$ cat src/hw/rtl/orq_pkg.sv
// Shared types, constants and the control store for the overwriting ring queue.
// Used by the sequencer and the top level; depends on nothing else.
package orq_pkg;

	localparam int DEPTH_DEF = 5;
	localparam int TAG_W = 16;
	localparam int YEAR_W = 15;
	localparam int OCC_W = 3;

	localparam int OP_W = 4;
	localparam int COND_W = 3;
	localparam int UPC_W = 4;

	localparam logic [OP_W-1:0] OP_NONE = 4'd0;
	localparam logic [OP_W-1:0] OP_ACCEPT = 4'd1;
	localparam logic [OP_W-1:0] OP_PUSH = 4'd2;
	localparam logic [OP_W-1:0] OP_SUM = 4'd3;
	localparam logic [OP_W-1:0] OP_DIVI = 4'd4;
	localparam logic [OP_W-1:0] OP_DIV = 4'd5;
	localparam logic [OP_W-1:0] OP_AVG = 4'd6;
	localparam logic [OP_W-1:0] OP_POP = 4'd7;
	localparam logic [OP_W-1:0] OP_POPOUT = 4'd8;

	localparam logic [COND_W-1:0] C_NEXT = 3'd0;
	localparam logic [COND_W-1:0] C_ACCEPT = 3'd1;
	localparam logic [COND_W-1:0] C_LOOP = 3'd2;
	localparam logic [COND_W-1:0] C_OUT = 3'd3;

	localparam logic [UPC_W-1:0] A_IDLE = 4'd0;
	localparam logic [UPC_W-1:0] A_PUSH = 4'd1;
	localparam logic [UPC_W-1:0] A_SUM = 4'd2;
	localparam logic [UPC_W-1:0] A_DRAIN = 4'd3;
	localparam logic [UPC_W-1:0] A_DIVI = 4'd4;
	localparam logic [UPC_W-1:0] A_DIV = 4'd5;
	localparam logic [UPC_W-1:0] A_AVG = 4'd6;
	localparam logic [UPC_W-1:0] A_POP = 4'd7;
	localparam logic [UPC_W-1:0] A_POPOUT = 4'd8;

	typedef struct packed {
		logic [OP_W-1:0] op;
		logic [COND_W-1:0] cond;
		logic [UPC_W-1:0] target;
	} ctrl_t;

	typedef struct packed {
		logic in_valid;
		logic act;
		logic k_last;
		logic out_busy;
	} stat_t;

	function automatic ctrl_t ucode_rom(input logic [UPC_W-1:0] a);
		ctrl_t w;
		w = '{op: OP_NONE, cond: C_NEXT, target: A_IDLE};
		case (a)
			A_IDLE: w = '{op: OP_ACCEPT, cond: C_ACCEPT, target: A_POP};
			A_PUSH: w = '{op: OP_PUSH, cond: C_NEXT, target: A_IDLE};
			A_SUM: w = '{op: OP_SUM, cond: C_LOOP, target: A_SUM};
			A_DRAIN: w = '{op: OP_NONE, cond: C_NEXT, target: A_IDLE};
			A_DIVI: w = '{op: OP_DIVI, cond: C_NEXT, target: A_IDLE};
			A_DIV: w = '{op: OP_DIV, cond: C_LOOP, target: A_DIV};
			A_AVG: w = '{op: OP_AVG, cond: C_OUT, target: A_IDLE};
			A_POP: w = '{op: OP_POP, cond: C_NEXT, target: A_IDLE};
			A_POPOUT: w = '{op: OP_POPOUT, cond: C_OUT, target: A_IDLE};
			default: w = '{op: OP_NONE, cond: C_OUT, target: A_IDLE};
		endcase
		return w;
	endfunction

endpackage

$ cat src/hw/rtl/orq_ram.sv
// Generic single-write, single-read RAM with a registered read port.
// Stand-alone; no package needed.
module orq_ram #(
	parameter int WIDTH = 8,
	parameter int DEPTH = 4
) (
	input logic clk,
	input logic we,
	input logic [(DEPTH > 1 ? $clog2(DEPTH) : 1)-1:0] waddr,
	input logic [WIDTH-1:0] wdata,
	input logic re,
	input logic [(DEPTH > 1 ? $clog2(DEPTH) : 1)-1:0] raddr,
	output logic [WIDTH-1:0] rdata
);
	logic [WIDTH-1:0] mem [DEPTH];

	always_ff @(posedge clk) begin
		if (we) begin
			mem[waddr] <= wdata;
		end
		if (re) begin
			rdata <= mem[raddr];
		end
	end
endmodule

$ cat src/hw/rtl/orq_useq.sv
// Microcode sequencer: step counter, control store lookup and jump logic.
// Depends on orq_pkg.
module orq_useq (
	input logic clk,
	input logic arst_n,
	input orq_pkg::stat_t stat,
	output orq_pkg::ctrl_t cw,
	output logic in_ready
);
	import orq_pkg::*;

	logic [UPC_W-1:0] upc_q;
	logic [UPC_W-1:0] upc_d;
	logic hs;

	assign cw = ucode_rom(upc_q);
	assign in_ready = (cw.cond == C_ACCEPT);
	assign hs = stat.in_valid && in_ready;

	always_comb begin
		case (cw.cond)
			C_NEXT: upc_d = upc_q + 1'b1;
			C_ACCEPT: begin
				if (!hs) begin
					upc_d = upc_q;
				end else if (stat.act) begin
					upc_d = cw.target;
				end else begin
					upc_d = upc_q + 1'b1;
				end
			end
			C_LOOP: upc_d = stat.k_last ? upc_q + 1'b1 : cw.target;
			C_OUT: upc_d = stat.out_busy ? upc_q : cw.target;
			default: upc_d = A_IDLE;
		endcase
	end

	always_ff @(posedge clk or negedge arst_n) begin
		if (!arst_n) begin
			upc_q <= A_IDLE;
		end else begin
			upc_q <= upc_d;
		end
	end
endmodule

$ cat src/hw/rtl/overwriting_ring_queue_with_average_top.sv
// Top level of the overwriting ring queue with a running year average.
// Depends on orq_pkg, orq_ram and orq_useq.
//
// Usage: one input beat carries an action (push or pop) with an entry tag and
// a signed year; each input beat yields exactly one output beat.
// A push onto a full queue drops the oldest entry, stores the new one and
// returns the average of all held years, truncated toward zero.
// A pop returns the oldest entry, or removed_valid low when the queue is empty.
// Every output beat carries the occupancy after the access.
// A pop reads the oldest entry and loads the output register. A push sums
// the n held years, n being the occupancy after the push, and divides by n
// over SW = 15 + clog2(DEPTH) quotient bits, the sum width (18 at DEPTH 5).
// The sum loop reads one year per cycle from the RAM port and the divider
// retires one quotient bit per cycle. One item is in flight at a time; the
// next input beat is taken in the cycle after the result is loaded.
// Reset clears the pointers, the count and the output valid flag; the queue is
// empty. A stalled receiver holds the output register; the next input beat is
// still accepted and processed, and its result waits until the register frees.
module overwriting_ring_queue_with_average_top #(
	parameter int DEPTH = orq_pkg::DEPTH_DEF
) (
	input logic clk,
	input logic arst_n,
	input logic in_valid,
	output logic in_ready,
	input logic action,
	input logic [orq_pkg::TAG_W-1:0] entry_tag,
	input logic signed [orq_pkg::YEAR_W-1:0] year_value,
	output logic out_valid,
	input logic out_ready,
	output logic average_valid,
	output logic signed [orq_pkg::YEAR_W-1:0] average_year,
	output logic removed_valid,
	output logic [orq_pkg::TAG_W-1:0] removed_tag,
	output logic signed [orq_pkg::YEAR_W-1:0] removed_year,
	output logic [orq_pkg::OCC_W-1:0] occupancy
);
	import orq_pkg::*;

	localparam int IW = (DEPTH > 1) ? $clog2(DEPTH) : 1;
	localparam int CW = $clog2(DEPTH + 1);
	localparam int SW = YEAR_W + $clog2(DEPTH);
	localparam int LOOPMAX = (DEPTH > SW) ? DEPTH : SW;
	localparam int KW = $clog2(LOOPMAX + 1);
	localparam int RW = TAG_W + YEAR_W;

	ctrl_t cw;
	stat_t stat;

	logic [IW-1:0] head_q;
	logic [IW-1:0] tail_q;
	logic [CW-1:0] count_q;
	logic out_valid_q;
	logic pend_q;

	logic [IW-1:0] idx_q;
	logic [KW-1:0] k_q;
	logic signed [SW-1:0] sum_q;
	logic [SW-1:0] quo_q;
	logic [CW:0] rem_q;
	logic neg_q;
	logic hit_q;
	logic [TAG_W-1:0] tag_q;
	logic signed [YEAR_W-1:0] year_q;

	logic avg_valid_q;
	logic signed [YEAR_W-1:0] avg_year_q;
	logic rm_valid_q;
	logic [TAG_W-1:0] rm_tag_q;
	logic signed [YEAR_W-1:0] rm_year_q;
	logic [OCC_W-1:0] occ_q;

	logic hs;
	logic full;
	logic [IW-1:0] head_n;
	logic [CW-1:0] count_n;
	logic out_busy;
	logic load_out;
	logic ram_we;
	logic ram_re;
	logic [IW-1:0] ram_raddr;
	logic [RW-1:0] ram_rdata;
	logic signed [YEAR_W-1:0] rd_year;
	logic [SW-1:0] mag;
	logic [CW:0] shifted;
	logic [CW:0] diff;
	logic qbit;
	logic [SW-1:0] quo_sgn;

	function automatic logic [IW-1:0] nxt(input logic [IW-1:0] i);
		return (i == IW'(DEPTH - 1)) ? '0 : i + 1'b1;
	endfunction

	orq_useq u_useq (
		.clk(clk),
		.arst_n(arst_n),
		.stat(stat),
		.cw(cw),
		.in_ready(in_ready)
	);

	orq_ram #(
		.WIDTH(RW),
		.DEPTH(DEPTH)
	) u_ram (
		.clk(clk),
		.we(ram_we),
		.waddr(tail_q),
		.wdata({tag_q, year_q}),
		.re(ram_re),
		.raddr(ram_raddr),
		.rdata(ram_rdata)
	);

	assign hs = in_valid && in_ready;
	assign out_busy = out_valid_q && !out_ready;
	assign load_out = ((cw.op == OP_AVG) || (cw.op == OP_POPOUT)) && !out_busy;

	assign stat.in_valid = in_valid;
	assign stat.act = action;
	assign stat.k_last = (k_q == KW'(1));
	assign stat.out_busy = out_busy;

	assign full = (count_q == CW'(DEPTH));
	assign head_n = full ? nxt(head_q) : head_q;
	assign count_n = full ? count_q : count_q + 1'b1;

	assign ram_we = (cw.op == OP_PUSH);
	assign ram_re = (cw.op == OP_SUM) || ((cw.op == OP_POP) && (count_q != '0));
	assign ram_raddr = (cw.op == OP_SUM) ? idx_q : head_q;
	assign rd_year = ram_rdata[YEAR_W-1:0];

	assign mag = sum_q[SW-1] ? '0 - sum_q : sum_q;
	assign shifted = {rem_q[CW-1:0], quo_q[SW-1]};
	assign qbit = (shifted >= {1'b0, count_q});
	assign diff = shifted - {1'b0, count_q};
	assign quo_sgn = neg_q ? '0 - quo_q : quo_q;

	always_ff @(posedge clk or negedge arst_n) begin
		if (!arst_n) begin
			head_q <= '0;
			tail_q <= '0;
			count_q <= '0;
			out_valid_q <= 1'b0;
			pend_q <= 1'b0;
		end else begin
			pend_q <= (cw.op == OP_SUM);
			if (cw.op == OP_PUSH) begin
				head_q <= head_n;
				count_q <= count_n;
				tail_q <= nxt(tail_q);
			end
			if ((cw.op == OP_POP) && (count_q != '0)) begin
				head_q <= nxt(head_q);
				count_q <= count_q - 1'b1;
			end
			if (load_out) begin
				out_valid_q <= 1'b1;
			end else if (out_ready) begin
				out_valid_q <= 1'b0;
			end
		end
	end

	always_ff @(posedge clk) begin
		if ((cw.op == OP_ACCEPT) && hs) begin
			tag_q <= entry_tag;
			year_q <= year_value;
		end
		if (pend_q) begin
			sum_q <= sum_q + SW'(rd_year);
		end
		case (cw.op)
			OP_PUSH: begin
				idx_q <= head_n;
				k_q <= KW'(count_n);
				sum_q <= '0;
			end
			OP_SUM: begin
				idx_q <= nxt(idx_q);
				k_q <= k_q - 1'b1;
			end
			OP_DIVI: begin
				neg_q <= sum_q[SW-1];
				quo_q <= mag;
				rem_q <= '0;
				k_q <= KW'(SW);
			end
			OP_DIV: begin
				rem_q <= qbit ? diff : shifted;
				quo_q <= {quo_q[SW-2:0], qbit};
				k_q <= k_q - 1'b1;
			end
			OP_POP: begin
				hit_q <= (count_q != '0);
			end
			default: begin
			end
		endcase
		if (load_out) begin
			occ_q <= OCC_W'(count_q);
			if (cw.op == OP_AVG) begin
				avg_valid_q <= 1'b1;
				avg_year_q <= quo_sgn[YEAR_W-1:0];
				rm_valid_q <= 1'b0;
				rm_tag_q <= '0;
				rm_year_q <= '0;
			end else begin
				avg_valid_q <= 1'b0;
				avg_year_q <= '0;
				rm_valid_q <= hit_q;
				rm_tag_q <= hit_q ? ram_rdata[RW-1:YEAR_W] : '0;
				rm_year_q <= hit_q ? rd_year : '0;
			end
		end
	end

	assign out_valid = out_valid_q;
	assign average_valid = avg_valid_q;
	assign average_year = avg_year_q;
	assign removed_valid = rm_valid_q;
	assign removed_tag = rm_tag_q;
	assign removed_year = rm_year_q;
	assign occupancy = occ_q;
endmodule

$ cat config.mk
export PLATFORM = sky130hd
export DESIGN_NAME = overwriting_ring_queue_with_average_top
export DESIGN_NICKNAME = d
export VERILOG_FILES = /design/src/hw/rtl/orq_pkg.sv /design/src/hw/rtl/orq_ram.sv /design/src/hw/rtl/orq_useq.sv /design/src/hw/rtl/overwriting_ring_queue_with_average_top.sv
export SDC_FILE = /design/constraint.sdc
export NUM_CORES = 1
export LEC_CHECK = 0
export BUFFER_PORTS_ARGS = -buffer_cell sky130_fd_sc_hd__buf_2
export CORE_MARGIN = 2
export CORE_UTILIZATION = 42
export CTS_CLUSTER_SIZE = 16
export DETAILED_ROUTE_END_ITERATION = 8
export SETUP_SLACK_MARGIN = 0.02
export SLEW_MARGIN = 20
export SYNTH_ARGS = -nofsm -noshare
export SYNTH_HDL_FRONTEND = slang
export SYNTH_HIERARCHICAL = 1
export SYNTH_SLANG_ARGS = --single-unit
$ cat constraint.sdc
create_clock -name clk -period 15.4 [get_ports clk]
set_input_delay 2.31 -clock clk [delete_from_list [all_inputs] [get_ports clk]]
set_output_delay 2.31 -clock clk [all_outputs]
set_load 0.02 [all_outputs]
==> results.json, run 1 <==
{
  "dr.pass1.iters": 5,
  "path_cells": "inv_1 > ha_1 > nand2_1 > a2bb2oi_1 > nor2_1 > buf_2",
  "rows": 69,
  "drive_gt1_frac": 0.2008,
  "die_y_um": 193.4,
  "slowest_delay_ns": 0.43,
  "worstSkewPairLatency_ns": 0.52,
  "regArea_mm2": 0.009714,
  "hpwlAfterDp_mm": 18.31,
  "final_common_cell": "edfxtp_1",
  "required_ns": 13.09,
  "multi_input_area_mm2": 0.004822,
  "drt_iter0_drc": 640,
  "n_fill_cell": 3110,
  "final_cell_mix": "edfxtp_1, buf_2, nand2_1",
  "rsz0062_at_grt": "false",
  "crit_buf_inv": 2,
  "cts_sinks": 332,
  "clock_path_buffers": 3,
  "syn_nets": 1162,
  "grt_pass1_vias": 8439,
  "gp_congestion": 0.8366,
  "arrival_ns": 2.17,
  "r2r_end": "u_ram/rdata[0]",
  "cts.clk_slew.worst_paths_ns": 0.06,
  "globalRoute.totalOverflow": 0,
  "rrSetupSlack_ns": 11.14,
  "p_sw_mw": 1.489,
  "endpoint": "in_ready",
  "slew_violations": 0,
  "grt_pass1_wl_mm": 46.28,
  "hold_viol": 0,
  "r2r_start": "u_useq/upc_q[0]",
  "via_count": 8671,
  "setup_tns_ns": 0,
  "die_x_um": 193.4,
  "wl_mm": 29.42,
  "worstHoldStart": "tag_q[14]",
  "cp-start-kind": "flip-flop",
  "cts_tree": "yes",
  "combPwrFrac": 0.406,
  "clockRootBuffer": "clkbuf_16",
  "fin_nets": 1260,
  "setup_violations": 0,
  "avgSynthCellArea_um2": 13.89,
  "p_int_mw": 2.468,
  "ir_drop_mv": 0.1412,
  "cp.depth": 6,
  "reg2reg_depth": 12,
  "portBuffers": 88,
  "p_leak_nw": 6.222,
  "sequentialPowerShare": 0.383,
  "io_pins": 89,
  "syn_inst": 1085,
  "cpMaxStageDelayCell": "dfrtp_1",
  "final_util": 0.4810,
  "maxCapViolCount": 0,
  "syn-cell-area_mm2": 0.01507,
  "antenna_cells": 0,
  "tightestPinTransition_ns": 0.9170,
  "powerDensity_mw_per_mm2": 231.9,
  "grt_usage": 0.1563,
  "hold_buffers": 0,
  "cts_buffers": 37,
  "status": "completed",
  "post_cts_buffers": 0,
  "drc": 0,
  "post-route-min-period_ns": 4.480,
  "path_delay_family": "flip-flops",
  "max_freq_mhz": 223.2,
  "syn_to_final_growth_pct": 13.25,
  "core-area_mm2": 0.03548,
  "cp_max_fo": 12,
  "postRouteAntennaNets": 0,
  "skew_ns": 0.02733,
  "crit_type": "flip-flop to output port",
  "cp-startpoint": "u_useq/upc_q[0]",
  "p_sw_frac": 0.3763,
  "antenna_found_initial": 1,
  "initial_core_util": 0.4248,
  "fin_crit_sh": 0.2909,
  "p_clk_frac": 0.211,
  "crit_path_end_kind": "output port",
  "timing.slew.headroom": 0.3822,
  "avgViaCountPerCell": 5.205,
  "post_cts_resized": 0,
  "yosysWarnings": 6,
  "dieArea_mm2": 0.03742,
  "cts_max_level": 2,
  "grt_max_degree": 52,
  "detail_route.wl_per_cell_um": 17.66,
  "min_path_type": "flip-flop to flip-flop"
}
-- routing by layer --
metal  vias up  share of wire  global-route usage
met5         -              0                   0
met4         0          0.021             0.04580
met3        46          0.040             0.02650
met2       167           0.48              0.2611
met1      4201           0.46              0.2103
li1       4257              -                   -
-- how the worst min path moves through the flow --
stage / to / slack [ns] / depth (start not counted)
2_1_floorplan: neg_q / 0.41 / 0
3_3_place_gp: u_ram/mem[3][29] / 0.50 / 0
3_5_place_dp: u_ram/mem[3][29] / 0.51 / 0
4_1_cts: u_ram/mem[3][20] / 0.52 / 0
5_1_grt: u_ram/mem[3][29] / 0.55 / 0
6_report: u_ram/mem[3][29] / 0.52 / 0
-- per-stage QoR --
stage          hold slack [ns]  setup WS, ns  instances  power, mW  instance area (um^2)
6_report                0.5208         10.92       1666      3.958                 17070
4_1_cts                 0.5215         10.92       1666      4.002                 17070
3_5_place_dp            0.5110         11.15       1605      3.158                 15940
3_3_place_gp            0.5036         11.25       1605      3.123                 15940
5_1_grt                 0.5457         10.76       1666      4.228                 17070
2_1_floorplan           0.4064         10.08       1085      2.806                 15070
-- sequential cells by signal (all words and copies together), names as in the netlist, 3 cells and up --
name / flops
occupancy: 3
head_q: 3
k_q: 5
tail_q: 3
average_year: 15
idx_q: 3
u_ram/rdata: 31
count_q: 3
quo_q: 18
u_ram/mem: 155
u_useq/upc_q: 4
removed_year: 15
sum_q: 18
tag_q: 16
year_q: 15
removed_tag: 16
rem_q: 3
-- power by group through the flow --
stage,Clock [mW],Combinational (mW),Sequential (mW)
5_1_grt,0.892,1.79,1.55
2_1_floorplan,0,1.28,1.53
3_3_place_gp,0,1.59,1.53
4_1_cts,0.855,1.63,1.52
6_report,0.833,1.61,1.52
3_5_place_dp,0,1.62,1.54
-- final cells by class --
cell class,count,area share
well taps,461,0.03379
clock buffers,43,0.05556
multi-input cells,639,0.2825
repair buffers,105,0.03328
flip-flops and latches,332,0.5691
clock inverters,18,0.01078
inverters,68,0.01495
(Power assumes the default switching activity.)
==> inputs of run 2 (changes only) <==
--- a/config.mk
+++ b/config.mk
@@ -5,6 +5,7 @@
 export SDC_FILE = /design/constraint.sdc
 export NUM_CORES = 1
 export LEC_CHECK = 0
+export ABC_AREA = 1
 export BUFFER_PORTS_ARGS = -buffer_cell sky130_fd_sc_hd__buf_2
 export CORE_MARGIN = 2
 export CORE_UTILIZATION = 42
==> constraint.sdc (replaced) <==
create_clock -name clk -period 4.28 [get_ports clk]
set_input_delay 0.642 -clock clk [delete_from_list [all_inputs] [get_ports clk]]
set_output_delay 0.642 -clock clk [all_outputs]
set_load 0.02 [all_outputs]
==> run 2 against run 1 <==
  * Total power rose to 3.7 times the previous value
  * Sequential share of layout area is 2.1 points lower
  * Clock-buffer cell count increased by 9
  * Sequential cell count unchanged
  * Utilization is 0.29 points higher
  * First-iteration DRC count grew 0.31%
  * Final area is 3.8% higher
  * Clock power rose to 3.5 times the previous value
  * Wire length grew 15%
  * Register-to-register slack worse by 10 ns
  * Hold slack got worse by 0.48 ns
  * Critical path depth up 7
==> results.json, run 2 <==
{
  "globalRoute.totalOverflow": 0,
  "top_regs": "u_ram/mem (155), u_ram/rdata (31)",
  "cp.depth": 13,
  "cts_max_level": 2,
  "fin_crit_sh": 0.8138,
  "dieArea_mm2": 0.03879,
  "n_fill_cell": 3355,
  "slew_violations": 0,
  "hpwlAfterDp_mm": 21.58,
  "wl_mm": 33.78,
  "status": "completed",
  "cts_tree": "yes",
  "tightestPinTransition_ns": 0.8748,
  "io_pins": 89,
  "required_ns": 4.44,
  "syn-cell-area_mm2": 0.01564,
  "cts_sinks": 332,
  "crit_type": "flip-flop to flip-flop",
  "setup_tns_ns": 0,
  "fin_nets": 1783,
  "drt_iter0_drc": 642,
  "cpMaxStageDelayCell": "buf_4",
  "largest_reg_flops": 155,
  "via_count": 10460,
  "fin_area_mm2": 0.01772,
  "gp_congestion": 0.8551,
  "r2r_end": "u_ram/mem[3][15]",
  "detail_route.wl_per_cell_um": 15.35,
  "cts.clk_slew.worst_paths_ns": 0.06,
  "drc": 0,
  "finalPower_mw": 14.75,
  "timing.slew.headroom": 0.4162,
  "cts_buffers": 37,
  "grt_usage": 0.1775,
  "die_x_um": 197.0,
  "syn_nets": 1682,
  "place_area_mm2": 0.01659,
  "clock_path_buffers": 3,
  "maxCapViolCount": 0,
  "slowest_delay_ns": 0.50,
  "rsz0062_at_grt": "false",
  "avgSynthCellArea_um2": 9.742,
  "min_path_type": "input pin to asynchronous set/reset pin",
  "antenna_found_initial": 0,
  "worstSkewPairLatency_ns": 0.53,
  "path_cells": "inv_1 > ha_1 > nand2_1 > a21oi_1 > inv_1 > nor2_1 > nand2_1 > buf_4 > inv_1 > buf_4 > inv_1 > nor3_2 > buf_4",
  "setup_violations": 0,
  "hold_buffers": 0,
  "final_common_cell": "nand2_1",
  "p_leak_nw": 7.912,
  "syn_inst": 1605,
  "cp_max_fo": 31,
  "arrival_ns": 3.65,
  "path_delay_family": "buffers and inverters",
  "hold_ws_ns": 0.04409,
  "crit_buf_inv": 7,
  "powerDensity_mw_per_mm2": 832.6,
  "post_cts_buffers": 0,
  "rows": 70,
  "dpl.cell_count": 2135,
  "yosysWarnings": 6,
  "syn_to_final_growth_pct": 13.31,
  "max_freq_mhz": 287.1,
  "final_cell_mix": "nand2_1, edfxtp_1, inv_1",
  "post-route-min-period_ns": 3.483,
  "reg2reg_depth": 13,
  "drive_gt1_frac": 0.1200,
  "avgViaCountPerCell": 4.752,
  "dr.pass1.iters": 7,
  "regMostFlops": "u_ram/mem",
  "grt_pass1_vias": 10048,
  "path_common_cell": "inv_1",
  "clockRootBuffer": "clkbuf_16",
  "grt_max_degree": 63,
  "ir_drop_mv": 0.4657,
  "instances_no_fill": 2201,
  "skew_ns": 0.01384,
  "postRouteAntennaNets": 0,
  "antenna_cells": 0,
  "grt_pass1_wl_mm": 53.83,
  "hold_viol": 0,
  "r2r_start": "u_useq/upc_q[0]",
  "rrSetupSlack_ns": 0.80,
  "post_cts_resized": 0,
  "cp-start-kind": "flip-flop",
  "die_y_um": 197.0,
  "crit_path_end_kind": "flip-flop",
  "initial_core_util": 0.4271,
  "core-area_mm2": 0.03661,
  "portBuffers": 88
}
## run 2: cell types whose count changed in the layout (fill, tap and decap cells not counted), sizes merged, moves of 36 or more
cell    before  now
nor2        69  127
nand2       70  456
nand3       12  130
mux2i       54    0
inv         70  294
a211oi      38    0
nor2b       36    0
and3        38    1
## run 2: metal layers
metal / share of wire / up-vias / track usage
met2: 0.46 / 207 / 0.2890
li1: - / 5381 / -
met1: 0.48 / 4817 / 0.2513
met5: 0 / - / 0
met3: 0.039 / 55 / 0.02173
met4: 0.020 / 0 / 0.05040
## run 2: how the worst max path moves through the flow
stage,from,to,slack (ns)
final,u_useq/upc_q[0],u_ram/mem[3][15],0.80
after floorplan,u_useq/upc_q[0],u_ram/mem[1][0],-0.18
after global placement,u_useq/upc_q[0],u_ram/mem[3][18],0.96
after CTS,u_useq/upc_q[0],u_ram/mem[1][24],0.81
after detailed placement,u_useq/upc_q[0],u_ram/mem[3][18],0.83
after global routing,u_useq/upc_q[0],u_ram/mem[3][15],0.54
## run 2: cell type report
type,instances,area [um^2],share of cell area
flip-flops and latches,332,9714,0.5483
clock buffers,52,1032,0.05826
clock inverters,14,92.59,0.005226
multi-input cells,936,4611,0.2602
well taps,468,585.6,0.03305
inverters,293,1107,0.06250
repair buffers,106,575.6,0.03248
## run 2: stage by stage
| stage | util | setup WS [ns] |
|---|---|---|
| 6_report | 0.4840 | 0.7969 |
| 5_1_grt | 0.4840 | 0.5356 |
| 4_1_cts | 0.4838 | 0.8127 |
| 3_5_place_dp | 0.4531 | 0.8270 |
| 3_3_place_gp | 0.4531 | 0.9640 |
| 2_1_floorplan | - | -0.1818 |
## run 2: report_power, final
part           internal [mW]  switching (mW)  leakage (nW)  total [mW]
clock                   1.69            1.24         0.558        2.93
sequential              4.87           0.592          3.07        5.46
combinational           1.96            4.40          4.29        6.36
==> inputs of run 3 (changes only) <==
==> constraint.sdc (replaced) <==
create_clock -name clk -period 3.6 [get_ports clk]
set_input_delay 0.54 -clock clk [delete_from_list [all_inputs] [get_ports clk]]
set_output_delay 0.54 -clock clk [all_outputs]
set_load 0.02 [all_outputs]
==> run 3 against run 2 <==
  * Setup slack lost 0.35 ns
  * Combinational power grew 22%
  * Maximum frequency grew 11%
  * Global-route usage grew 0.13 points
  * Critical path depth shrank 2
  * Clock-buffer cell count is the same
  * First-iteration DRC count grew 4.7%
  * Clock power grew 35%
  * Sequential power grew 18%
  * Total power grew 23%
  * Die area is the same
  * Critical path type unchanged
  * Critical endpoint is now removed_tag[8]
==> results.json, run 3 (synthesis results as in run 2) <==
{
  "r2r_start": "u_useq/upc_q[0]",
  "min_to": "year_q[4]",
  "antenna_cells": 0,
  "dpl.cell_count": 2141,
  "max_freq_mhz": 317.5,
  "initial_core_util": 0.4271,
  "drc": 0,
  "final_cell_mix": "nand2_1, edfxtp_1, inv_1",
  "core-area_mm2": 0.03661,
  "status": "completed",
  "grt_max_degree": 63,
  "final_common_cell": "nand2_1",
  "dr.pass1.iters": 5,
  "post_cts_buffers": 0,
  "cts_sinks": 332,
  "die_y_um": 197.0,
  "instances_no_fill": 2210,
  "cts_max_level": 2,
  "top_regs": "u_ram/mem (155), u_ram/rdata (31)",
  "grt_pass1_wl_mm": 54.20,
  "avgViaCountPerCell": 4.762,
  "postRouteAntennaNets": 0,
  "arrival_ns": 3.32,
  "post-route-min-period_ns": 3.150,
  "hold_ws_ns": 0.1783,
  "clockRootBuffer": "clkbuf_16",
  "required_ns": 3.77,
  "cp-start-kind": "flip-flop",
  "cts_tree": "yes",
  "path_delay_family": "buffers and inverters",
  "place_area_mm2": 0.01674,
  "drt_iter0_drc": 672,
  "detail_route.wl_per_cell_um": 15.21,
  "crit_type": "flip-flop to flip-flop",
  "path_cells": "inv_1 > ha_1 > nand2_1 > a21oi_1 > inv_1 > nor2_1 > nand2_1 > inv_2 > a31oi_1 > nor2_4 > buf_4",
  "fin_ws_ns": 0.4504,
  "drive_gt1_frac": 0.1228,
  "hold_depth": 1,
  "slew_violations": 0,
  "grt_usage": 0.1787,
  "cpMaxStageDelayCell": "dfrtp_1",
  "clock_path_buffers": 3,
  "via_count": 10525,
  "cts.clk_slew.worst_paths_ns": 0.06,
  "place_ws_ns": 0.4741,
  "dieArea_mm2": 0.03879,
  "die_x_um": 197.0,
  "largest_reg_flops": 155,
  "regMostFlops": "u_ram/mem",
  "worstSkewPairLatency_ns": 0.53,
  "worstHoldStart": "year_value[4]",
  "fin_nets": 1790,
  "r2r_end": "removed_tag[8]",
  "fin_area_mm2": 0.01805,
  "grt_pass1_vias": 10311,
  "hold_viol": 0,
  "cp_max_fo": 29,
  "maxCapViolCount": 0,
  "cts_buffers": 37,
  "globalRoute.totalOverflow": 0,
  "min_path_type": "input pin to flip-flop",
  "final_util": 0.4932,
  "rsz0062_at_grt": "false",
  "portBuffers": 88,
  "n_fill_cell": 3399,
  "gp_congestion": 0.8558,
  "crit_buf_inv": 4,
  "skew_ns": 0.02404,
  "reg2reg_depth": 11,
  "rrSetupSlack_ns": 0.45,
  "setup_violations": 0,
  "ir_drop_mv": 0.5279,
  "rows": 70,
  "timing.slew.headroom": 0.4420,
  "finalPower_mw": 18.16,
  "slowest_delay_ns": 0.47,
  "fin_crit_sh": 0.8749,
  "powerDensity_mw_per_mm2": 1006,
  "hpwlAfterDp_mm": 21.78,
  "crit_path_end_kind": "flip-flop",
  "setup_tns_ns": 0,
  "wl_mm": 33.62,
  "p_leak_nw": 8.047,
  "antenna_found_initial": 0,
  "io_pins": 89,
  "syn_to_final_growth_pct": 15.47,
  "tightestPinTransition_ns": 0.8361
}
-- run 3: cell types whose count changed in the layout (fill, tap and decap cells not counted), sizes merged --
cell         delta
buf             +6
bufinv          +6
clkinv          -5
clkinvlp        +1
dlygate4sd3     +1
-- run 3: worst max-delay path by stage --
| stage | endpoint | cells past startpoint | slack, ns | startpoint |
|---|---|---|---|---|
| detailed placement | removed_tag[12] | 11 | 0.47 | u_useq/upc_q[0] |
| CTS | removed_tag[12] | 11 | 0.44 | u_useq/upc_q[0] |
| global placement | removed_tag[12] | 11 | 0.60 | u_useq/upc_q[0] |
| floorplan | u_ram/mem[1][0] | 11 | -0.86 | u_useq/upc_q[0] |
| finish | removed_tag[8] | 11 | 0.45 | u_useq/upc_q[0] |
| global route | removed_tag[8] | 11 | 0.15 | u_useq/upc_q[0] |
-- run 3: worst reg2reg max path, cell delays in order, from the launching register on --
cell and delay, ns:
dfrtp_1 0.47, inv_1 0.15, ha_1 0.43, nand2_1 0.08
a21oi_1 0.26, inv_1 0.13, nor2_1 0.15, nand2_1 0.21
inv_2 0.27, a31oi_1 0.13, nor2_4 0.13, buf_4 0.35
-- run 3: layout make-up --
cell class,count,area (um^2),area share
Clock inverter,16,255.2,0.01414
Clock buffer,52,1045,0.05787
Tap cell,468,585.6,0.03243
Timing Repair Buffer,113,743.2,0.04116
Multi-Input combinational cell,936,4604,0.2550
Inverter,293,1107,0.06133
Sequential cell,332,9714,0.5380
-- run 3: report_power, final --
part / internal, mW / switching (mW) / leakage [nW]
combinational: 2.49 / 5.27 / 4.35
sequential: 5.79 / 0.658 / 3.07
clock: 2.47 / 1.48 / 0.628
total: 10.8 / 7.41 / 8.05
-- run 3: repair_timing --
item / CTS / global route
hold buffers: 1 / 0
hold endpoints to repair: 15 / 0
gates resized for setup: 0 / 0
-- run 3: layer usage --
| metal | vias to the layer above | global-route usage | routed length [um] |
|---|---|---|---|
| met5 | - | 0 | 0 |
| met4 | 0 | 0.04288 | 505 |
| met3 | 36 | 0.02550 | 1498 |
| met2 | 216 | 0.3011 | 15950 |
| met1 | 4874 | 0.2453 | 15670 |
| li1 | 5399 | - | - |
